--- src/rtl/apps_pkg.sv ---
// Package with message codes, page numbers and payload types for the power page scheduler.
package apps_pkg;

    // Message type, id and event codes
    localparam logic [7:0] MSG_CHANNEL_EVENT = 8'h40;
    localparam logic [7:0] MSG_ACK_DATA      = 8'h4F;
    localparam logic [7:0] MSG_ID_RF         = 8'h01;
    localparam logic [7:0] EVENT_TX_SLOT     = 8'h03;

    // Function select of an input item
    localparam logic FUNC_RADIO   = 1'b0;
    localparam logic FUNC_MEASURE = 1'b1;

    // Data page numbers
    localparam logic [7:0] PAGE_POWER     = 8'h10;
    localparam logic [7:0] PAGE_MFR_INFO  = 8'h50;
    localparam logic [7:0] PAGE_PROD_INFO = 8'h51;
    localparam logic [7:0] PAGE_CAL_REPLY = 8'h01;

    // Fixed payload bytes
    localparam logic [7:0] BYTE_RESERVED  = 8'hFF;
    localparam logic [7:0] BYTE_CAL_OK    = 8'hAC;
    localparam logic [7:0] BYTE_ONE       = 8'h01;
    localparam logic [7:0] BYTE_ZERO      = 8'h00;

    // Power pages sent in a row before one common page
    localparam int unsigned PATTERN_W = 6;
    localparam logic [PATTERN_W-1:0] POWER_RUN = PATTERN_W'(60);

    // Reset value of the instantaneous power
    localparam logic [15:0] POWER_RESET = 16'd90;

    // One broadcast page: eight bytes, byte 0 is the page number
    typedef logic [7:0] page_t [8];

endpackage

--- src/rtl/ant_power_page_scheduler.sv ---
// Bicycle power sensor broadcast page scheduler: builds one 8-byte page per transmit event or calibration request.
//
// Usage:
//   The input channel (in_valid / in_stall) carries one item per accepted edge: either a
//   measurement update (func = 1, power and cadence) or a radio message (func = 0).
//   Transmit-slot channel events on the configured channel give a power page, or a
//   common page after each run of 60 power pages; calibration requests give a
//   calibration reply page. All other items give no result.
//   The output channel (out_valid / out_stall) carries the channel number and the page.
//   The configuration channel (cfg_valid / cfg_ready) writes the channel number; it is
//   always ready. It must be written only while the block is idle; the block does not enforce this.
// Pipeline and throughput:
//   An item is captured in an input register and decoded there; its page is written into
//   the result register when the item moves on. One item is accepted every cycle
//   while in_stall is low; the rate is set by the single input-to-result stage.
// Reset and stalls:
//   Reset clears both stages and restores power 90, cadence 0 and all counters to zero.
//   While the receiver stalls, the result register holds its page and the input
//   register keeps taking items until it holds one that gives a page; then in_stall is raised.
module ant_power_page_scheduler
(
    input  logic        clk,
    input  logic        rst_n,

    input  logic        cfg_valid,
    output logic        cfg_ready,
    input  logic [7:0]  cfg_data,

    input  logic        in_valid,
    output logic        in_stall,
    input  logic        func,
    input  logic [7:0]  msg_type,
    input  logic [7:0]  msg_channel,
    input  logic [7:0]  msg_id,
    input  logic [7:0]  msg_code,
    input  logic [15:0] power_value,
    input  logic [7:0]  cadence_value,

    output logic        out_valid,
    input  logic        out_stall,
    output logic [7:0]  out_channel,
    output logic [7:0]  payload_0,
    output logic [7:0]  payload_1,
    output logic [7:0]  payload_2,
    output logic [7:0]  payload_3,
    output logic [7:0]  payload_4,
    output logic [7:0]  payload_5,
    output logic [7:0]  payload_6,
    output logic [7:0]  payload_7
);

    // Configuration and scheduler state
    logic [7:0]                     channel_reg;
    logic [15:0]                    power_reg;
    logic [15:0]                    power_next;
    logic [7:0]                     cadence_reg;
    logic [7:0]                     cadence_next;
    logic [apps_pkg::PATTERN_W-1:0] pattern_reg;
    logic [apps_pkg::PATTERN_W-1:0] pattern_next;
    logic                           page81_reg;
    logic                           page81_next;
    logic [15:0]                    total_reg;
    logic [15:0]                    total_next;
    logic [7:0]                     events_reg;
    logic [7:0]                     events_next;

    // Input register
    logic        s1_valid_reg;
    logic        s1_valid_next;
    logic        s1_func_reg;
    logic [7:0]  s1_type_reg;
    logic [7:0]  s1_channel_reg;
    logic [7:0]  s1_id_reg;
    logic [7:0]  s1_code_reg;
    logic [15:0] s1_power_reg;
    logic [7:0]  s1_cadence_reg;

    // Result register
    logic                 out_valid_reg;
    logic                 out_valid_next;
    logic [7:0]           out_channel_reg;
    apps_pkg::page_t      page_reg;
    apps_pkg::page_t      page_next;

    // Decode and handshake
    logic        in_accept;
    logic        match;
    logic        is_tx;
    logic        is_ack;
    logic        produces;
    logic        s1_advance;
    logic [15:0] total_sum;

    assign cfg_ready = 1'b1;

    // Decode of the item held in the input register.
    assign match    = (s1_func_reg == apps_pkg::FUNC_RADIO)
                   && (s1_channel_reg == channel_reg)
                   && (s1_id_reg == apps_pkg::MSG_ID_RF);
    assign is_tx    = match && (s1_type_reg == apps_pkg::MSG_CHANNEL_EVENT)
                   && (s1_code_reg == apps_pkg::EVENT_TX_SLOT);
    assign is_ack   = match && (s1_type_reg == apps_pkg::MSG_ACK_DATA);
    assign produces = is_tx || is_ack;

    // The held item moves on unless its page would overwrite a stalled result.
    assign s1_advance = s1_valid_reg && (!produces || !out_valid_reg || !out_stall);
    assign in_stall   = s1_valid_reg && !s1_advance;
    assign in_accept  = in_valid && !in_stall;

    assign total_sum = total_reg + power_reg;

    // Next state and page for the held item.
    always_comb
    begin
        power_next    = power_reg;
        cadence_next  = cadence_reg;
        pattern_next  = pattern_reg;
        page81_next   = page81_reg;
        total_next    = total_reg;
        events_next   = events_reg;
        page_next     = page_reg;

        if (s1_advance)
        begin
            if (s1_func_reg == apps_pkg::FUNC_MEASURE)
            begin
                power_next   = s1_power_reg;
                cadence_next = s1_cadence_reg;
            end
            else if (is_tx)
            begin
                if (pattern_reg < apps_pkg::POWER_RUN)
                begin
                    // Power page: total already holds this event's power.
                    pattern_next = pattern_reg + 1'b1;
                    total_next   = total_sum;
                    events_next  = events_reg + 8'd1;
                    page_next[0] = apps_pkg::PAGE_POWER;
                    page_next[1] = events_reg;
                    page_next[2] = apps_pkg::BYTE_RESERVED;
                    page_next[3] = cadence_reg;
                    page_next[4] = total_sum[7:0];
                    page_next[5] = total_sum[15:8];
                    page_next[6] = power_reg[7:0];
                    page_next[7] = power_reg[15:8];
                end
                else
                begin
                    // Common page: manufacturer and product info take turns.
                    pattern_next = '0;
                    page81_next  = !page81_reg;
                    page_next[1] = apps_pkg::BYTE_RESERVED;
                    page_next[2] = apps_pkg::BYTE_RESERVED;
                    page_next[3] = apps_pkg::BYTE_ONE;
                    page_next[4] = apps_pkg::BYTE_RESERVED;
                    if (page81_reg)
                    begin
                        page_next[0] = apps_pkg::PAGE_PROD_INFO;
                        page_next[5] = apps_pkg::BYTE_RESERVED;
                        page_next[6] = apps_pkg::BYTE_RESERVED;
                        page_next[7] = apps_pkg::BYTE_RESERVED;
                    end
                    else
                    begin
                        page_next[0] = apps_pkg::PAGE_MFR_INFO;
                        page_next[5] = apps_pkg::BYTE_ZERO;
                        page_next[6] = apps_pkg::BYTE_ONE;
                        page_next[7] = apps_pkg::BYTE_ZERO;
                    end
                end
            end
            else if (is_ack)
            begin
                // Calibration reply page.
                page_next[0] = apps_pkg::PAGE_CAL_REPLY;
                page_next[1] = apps_pkg::BYTE_CAL_OK;
                page_next[2] = apps_pkg::BYTE_RESERVED;
                page_next[3] = apps_pkg::BYTE_RESERVED;
                page_next[4] = apps_pkg::BYTE_RESERVED;
                page_next[5] = apps_pkg::BYTE_RESERVED;
                page_next[6] = apps_pkg::BYTE_ZERO;
                page_next[7] = apps_pkg::BYTE_ZERO;
            end
        end
    end

    // Valid flags of both stages.
    always_comb
    begin
        s1_valid_next = s1_valid_reg;
        if (in_accept)
        begin
            s1_valid_next = 1'b1;
        end
        else if (s1_advance)
        begin
            s1_valid_next = 1'b0;
        end

        out_valid_next = out_valid_reg;
        if (s1_advance && produces)
        begin
            out_valid_next = 1'b1;
        end
        else if (!out_stall)
        begin
            out_valid_next = 1'b0;
        end
    end

    // Control and scheduler state.
    always_ff @(posedge clk or negedge rst_n)
    begin
        if (!rst_n)
        begin
            channel_reg   <= '0;
            power_reg     <= apps_pkg::POWER_RESET;
            cadence_reg   <= '0;
            pattern_reg   <= '0;
            page81_reg    <= 1'b0;
            total_reg     <= '0;
            events_reg    <= '0;
            s1_valid_reg  <= 1'b0;
            out_valid_reg <= 1'b0;
        end
        else
        begin
            if (cfg_valid && cfg_ready)
            begin
                channel_reg <= cfg_data;
            end
            power_reg     <= power_next;
            cadence_reg   <= cadence_next;
            pattern_reg   <= pattern_next;
            page81_reg    <= page81_next;
            total_reg     <= total_next;
            events_reg    <= events_next;
            s1_valid_reg  <= s1_valid_next;
            out_valid_reg <= out_valid_next;
        end
    end

    // Input register payload.
    always_ff @(posedge clk)
    begin
        if (in_accept)
        begin
            s1_func_reg    <= func;
            s1_type_reg    <= msg_type;
            s1_channel_reg <= msg_channel;
            s1_id_reg      <= msg_id;
            s1_code_reg    <= msg_code;
            s1_power_reg   <= power_value;
            s1_cadence_reg <= cadence_value;
        end
    end

    // Result register payload.
    always_ff @(posedge clk)
    begin
        if (s1_advance && produces)
        begin
            out_channel_reg <= channel_reg;
        end
        page_reg <= page_next;
    end

    assign out_valid   = out_valid_reg;
    assign out_channel = out_channel_reg;
    assign payload_0   = page_reg[0];
    assign payload_1   = page_reg[1];
    assign payload_2   = page_reg[2];
    assign payload_3   = page_reg[3];
    assign payload_4   = page_reg[4];
    assign payload_5   = page_reg[5];
    assign payload_6   = page_reg[6];
    assign payload_7   = page_reg[7];

endmodule
--- config.mk ---
export PLATFORM = sky130hd
export DESIGN_NAME = ant_power_page_scheduler
export DESIGN_NICKNAME = d
export VERILOG_FILES = /design/src/rtl/apps_pkg.sv /design/src/rtl/ant_power_page_scheduler.sv
export SDC_FILE = /design/constraint.sdc
export NUM_CORES = 1
export LEC_CHECK = 0
export ABC_AREA = 1
export BUFFER_PORTS_ARGS = -buffer_cell sky130_fd_sc_hd__buf_2
export CORE_ASPECT_RATIO = 0.75
export CORE_MARGIN = 2
export CORE_UTILIZATION = 40
export CTS_CLUSTER_DIAMETER = 30
export DETAILED_ROUTE_END_ITERATION = 6
export GPL_ROUTABILITY_DRIVEN = 1
export PLACE_DENSITY = 0.59
export SYNTH_ARGS = -nofsm -noshare
export SYNTH_HDL_FRONTEND = slang
export SYNTH_SLANG_ARGS = --single-unit
--- constraint.sdc ---
create_clock -name clk -period 4.75 [get_ports clk]
set_input_delay 0 -clock clk [delete_from_list [all_inputs] [get_ports clk]]
set_output_delay 0 -clock clk [all_outputs]
set_load 0.1 [all_outputs]
==> results of run 1 <==
==> power breakdown <==
part / total [mW] / internal (mW) / switching [mW]
logic: 0.364 / 0.138 / 0.226
clock network: 1.41 / 0.786 / 0.624
registers: 1.81 / 1.76 / 0.0516
==> cell type report <==
| type | instances | area, µm² | share of cell area, % |
|---|---|---|---|
| tap | 258 | 323 | 3.11 |
| sequential | 181 | 5110 | 49.3 |
| timing repair buffer | 218 | 1520 | 14.7 |
| clock buffer | 19 | 433 | 4.17 |
| clock inverter | 13 | 149 | 1.43 |
| multi-input combinational | 539 | 2610 | 25.2 |
| inverter | 61 | 229 | 2.21 |
==> layer usage <==
layer / track usage (%) / part of all wire, % / up-vias
li1: - / - / 3051
met1: 27.3 / 50 / 2763
met2: 27.7 / 43 / 165
met3: 5.14 / 5.3 / 19
met4: 5.12 / 1.7 / 0
met5: 0 / 0 / -
==> cell usage in the layout (no fill, tap or decap), types with 15 or more instances in the layout <==
master	instances
a21oi_1	15
buf_2	130
clkbuf_16	17
dfrtp_1	61
dlygate4sd3_1	84
edfxtp_1	116
ha_1	17
inv_1	55
nand2_1	283
nand3_1	44
nand4_1	18
nor2_1	56
o21ai_0	27
==> cell usage after synthesis, types with 3 or more instances <==
library cell,number
nand2_2,3
inv_1,56
nor3_1,8
buf_2,4
buf_4,19
nor2_1,57
a21oi_1,15
dfstp_2,4
nand2_1,283
dfrtp_1,61
nand4_1,18
a21o_1,3
edfxtp_1,116
or2_1,9
xnor2_1,6
buf_6,4
clkbuf_1,4
nor2_2,3
ha_1,17
nand3_1,44
inv_2,3
xor2_1,12
o21ai_0,27
==> worst register-to-register path, stage by stage (launching register included) <==
cell,delay (ns)
edfxtp_1,0.36
buf_4,0.25
nor2_2,0.16
nand2_1,0.06
nor2_1,0.10
nand2_1,0.07
nor2_2,0.16
nand2_2,0.10
nor2_4,0.26
nand2_1,0.38
clkinv_1,0.54
nand2_4,0.18
nand2_1,0.11
nand2_1,0.05
==> per-stage QoR <==
stage               hold WS [ns]  instance area [µm²]  total power, mW  util, %
global placement           0.177                 8960             2.15     44.6
finish                     0.267                10400             3.59     51.7
CTS                        0.250                10400             3.61     51.7
global route               0.252                10400             3.73     51.7
detailed placement         0.178                 8960             2.15     44.6
floorplan                 -0.296                 8180             2.06        -
==> kinds of logic after synthesis <==
kind of cell / Yosys count
flip-flops: 181
adder cells (fa/ha/maj): 18
AND/OR/NAND/NOR: 439
other: 2
AO/OA/AOI/OAI: 50
buffers and inverters: 94
XOR/XNOR: 18
==> final timing paths <==
check,start,to,slack [ns]
worst max-delay path,s1_func_reg$_DFFE_PP_,total_reg[10]$_DFFE_PN0P_,1.89
worst min-delay path,power_value[4],s1_power_reg[4]$_DFFE_PP_,0.27
worst max register to register,s1_func_reg$_DFFE_PP_,total_reg[10]$_DFFE_PN0P_,1.89
worst min register to register,cadence_reg[7]$_DFFE_PN0P_,cadence_reg[7]$_DFFE_PN0P_,0.47
max in group asynchronous,rst_n,events_reg[6]$_DFFE_PN0P_,3.88
min in group asynchronous,rst_n,power_reg[9]$_DFFE_PN0P_,0.31
==> what timing repair did <==
action / CTS / global route
endpoints found under the hold margin: 128 / 0
hold buffers: 84 / 0
endpoints found under the setup margin: 0 / 0
==> metrics.csv, run 1 <==
metric;value;unit
leakage;4.70;nW
post-synth top area share;42.8;%
CTS resizes;0;
Ports;145;
Slew Viols, Final;0;
final hold violations;0;
Worst-Margin Slew;1.08;ns
Clk Latency, worst-skew pair;0.44;ns
asr flop ratio synth;35.9;%
synth-to-layout area growth;27.6;%
FF-to-FF path depth;13;
crit path buf inv count;2;
Yosys cell types;40;
largest net degree at the start of global routing;66;
DRC errors left;0;
dpl hpwl;12.9;mm
CTS Root Cell;clkbuf_16;
max incr delay on CP;0.53;ns
setup ws final;1.89;ns
CP max FO;28;
Synth Cell Area;8130;µm²
Max-slew headroom;27.7;%
clock sinks;181;
syn avg cell area;10.1;µm²
fillcell total;1818;
Port Buffer Count;130;
post-synthesis simple-gate area fraction;23.3;%
DR vias/cell;4.65;
final antenna-violating net count;0;
Synth Area in XOR/XNOR;1.94;%
first-pass GRT wire length;30.8;mm
layout cells sized above 1;18.3;%
vias in the first global route;5802;
via count;5998;
routed length per instance;14.9;µm
Post-Route WL;19.3;mm
CP delay by family, top;simple AND/OR/NAND/NOR gates;
EDFF count, synth;116;
Post-Synth Adder-Cell Area;2.86;%
Compound-Gate Fraction of Synth Area;3.32;%
drt pass-1 iters;5;
Die Width;169;µm
DR iter-0 viols;411;
number of max-cap violations;0;
cell area power density;346;nW/µm²
CORE AREA;20100;µm²
RSZ-0062 raised after global routing;no;
CTS tree;done;
worst endpoint required time;5.08;ns
status;finished, final reports clean;
clock skew;0.0113;ns
CTS Buf Count;17;
critical path class;flop to flop;
Setup TNS;0;ns
Tmin final;2.86;ns
Place WS;1.90;ns
mux contribution to synthesized area;0;%
Die H;127;µm
dpl cells;1173;
Synth warnings;0;
n_diodes;0;
RD Place Congestion;0.884;
Fmax;350;MHz
hold path cells;2;
Most used DFF post-synth;edfxtp_1;
post-CTS setup buffers;0;
largest family of logic cells by synthesized area;simple AND/OR/NAND/NOR gates;
initial antenna violation count;0;
Max clock buf depth;2;
Synth area leaders;edfxtp_1 43%, dfrtp_1 19%, nand2_1 13%;
H-Tree Depth;4;
Worst Setup Start Kind;flop;
Post-Syn Instances;802;
Critical Path Stages;13;
die area;21500;µm²
critical path's most frequent cell;nand2_1;
Non-Filler Instances;1289;
crit path DAT;3.18;ns
post-synthesis sequential area ratio;62.9;%
Max stage delay cell, worst path;clkinv_1;
Worst-path clk slew;0.07;ns
GRT Util Overall;18.8;%
post-synth top area cell;edfxtp_1;
Final nets;1106;
Starting Density;40.5;%
CP Cell Sequence;buf_4 -> nor2_2 -> nand2_1 -> nor2_1 -> nand2_1 -> nor2_2 -> nand2_2 -> nor2_4 -> nand2_1 -> clkinv_1 -> nand2_4 -> nand2_1 -> nand2_1;
Final setup viols;0;
row count;45;
Yosys reg bits;181;
Worst VDD drop;0.253;mV
Final period util;60.2;%
Min-Delay Path Class;primary input to flop;
gr ovfl total;0;
Crit. End Element;flop;
(Power assumes the default switching activity.)
==> inputs of run 2 (changes only) <==
clock period = 2.7 ns   (was 4.75 ns; I/O delays follow)
==> metrics.csv, run 2 (synthesis results as in run 1) <==
metric;value;unit
status;finished, final reports clean;
gr ovfl total;0;
RSZ-0062 raised after global routing;no;
final antenna-violating net count;0;
area of the multi-input gates;2630;µm²
Clk Latency, worst-skew pair;0.44;ns
fillcell total;1797;
Starting Density;40.5;%
final hold slack;0.137;ns
Ports;145;
Final nets;1118;
setup ws final;0.271;ns
Crit. End Element;flop;
layout cells sized above 1;19.3;%
clock skew;0.0156;ns
Seq. cell area;5120;µm²
n_diodes;0;
Non-Filler Instances;1301;
most frequent cells in the layout;283 x nand2_1, 130 x buf_2, 116 x edfxtp_1;
GRT Util Overall;19.6;%
dpl hpwl;13.7;mm
row count;45;
critical path class;flop to flop;
CP max FO;22;
Worst Setup Start Kind;flop;
GRT Max-Usage Layer;met2;
Worst R2R Setup Slack;0.27;ns
Slew Viols, Final;0;
DRC errors left;0;
DR vias/cell;4.79;
die area;21500;µm²
Final setup viols;0;
Die H;127;µm
R2R Path End;payload_1[7]$_SDFFCE_PP1P_;
number of max-cap violations;0;
crit path DAT;2.59;ns
Max-slew headroom;33.9;%
CORE AREA;20100;µm²
Setup TNS;0;ns
CTS Root Cell;clkbuf_16;
RD Place Congestion;0.899;
Place WS;0.0637;ns
R2R Path Start;s1_id_reg[3]$_DFFE_PP_;
dpl cells;1184;
largest net degree at the start of global routing;43;
routed length per instance;15.6;µm
Post-Route WL;20.3;mm
H-Tree Depth;4;
FF-to-FF path depth;11;
Worst-path clk slew;0.07;ns
CTS Buf Count;17;
worst endpoint required time;2.86;ns
Worst-Margin Slew;0.991;ns
M1 GR Usage;27.4;%
final hold violations;0;
Max clock buf depth;2;
Min-Delay Path Class;primary input to async pin;
Tmin final;2.43;ns
cell area power density;600;nW/µm²
Final period util;90.0;%
leakage;4.74;nW
DR iter-0 viols;385;
synth-to-layout area growth;28.9;%
Die Width;169;µm
GR Util met2;30.2;%
Port Buffer Count;130;
drt pass-1 iters;5;
via count;6232;
Fmax;412;MHz
Worst VDD drop;0.279;mV
Util after Layout;52.2;%
first-pass GRT wire length;32.1;mm
commonest non-fill, non-tap cell in the layout;nand2_1;
GR Layer Usage met3;4.68;%
initial antenna violation count;0;
clock sinks;181;
CTS tree;done;
vias in the first global route;6092;
[run 2: what timing repair did]
item / CTS / global route
hold buffers: 84 / 0
gates resized for setup: 0 / 2
endpoints found under the hold margin: 89 / 0
buffers inserted: 0 / 0
setup endpoints to repair: 0 / 45
[run 2: layout make-up]
cell class	instances	share of cell area (%)
inverter	61	2.22
sequential	181	48.8
tap	258	3.08
clock inverter	12	1.22
multi-input combinational	540	25.1
timing repair buffer	229	15.4
clock buffer	20	4.16
[run 2: how the worst max path moves through the flow]
stage,depth (start not counted),endpoint,startpoint
after floorplan,11,payload_0[0]$_SDFFCE_PP1P_,s1_func_reg$_DFFE_PP_
after global placement,10,s1_power_reg[13]$_DFFE_PP_,s1_type_reg[6]$_DFFE_PP_
after detailed placement,10,s1_power_reg[11]$_DFFE_PP_,s1_type_reg[6]$_DFFE_PP_
after CTS,10,s1_power_reg[13]$_DFFE_PP_,s1_type_reg[6]$_DFFE_PP_
after global routing,11,payload_6[2]$_SDFFCE_PP0P_,s1_id_reg[3]$_DFFE_PP_
final,11,payload_1[7]$_SDFFCE_PP1P_,s1_id_reg[3]$_DFFE_PP_
[run 2: per-layer routing]
layer,vias up,part of all wire (%)
met2,188,45
li1,3073,-
met1,2944,48
met3,27,5.8
met4,0,1.8
met5,-,0
[run 2: critical path, cell delays in order, from the launching register on]
cell	delay, ns
edfxtp_1	0.35
or2_1	0.25
nor2_1	0.14
nand2_1	0.07
nor2_1	0.18
nand4_2	0.17
buf_4	0.18
nand3_2	0.15
inv_1	0.16
nand3_1	0.15
clkinvlp_4	0.11
buf_4	0.23
[run 2: through the flow]
step,area (µm²),power [mW]
after floorplan,8200,3.62
after global placement,9070,3.79
after detailed placement,9070,3.79
after CTS,10500,6.32
after global routing,10500,6.55
final,10500,6.30
[run 2: power by group]
part / internal, mW / leakage, nW / switching, mW
clock network: 1.37 / 0.278 / 1.08
logic: 0.249 / 2.65 / 0.413
registers: 3.10 / 1.82 / 0.0895
total: 4.71 / 4.74 / 1.58
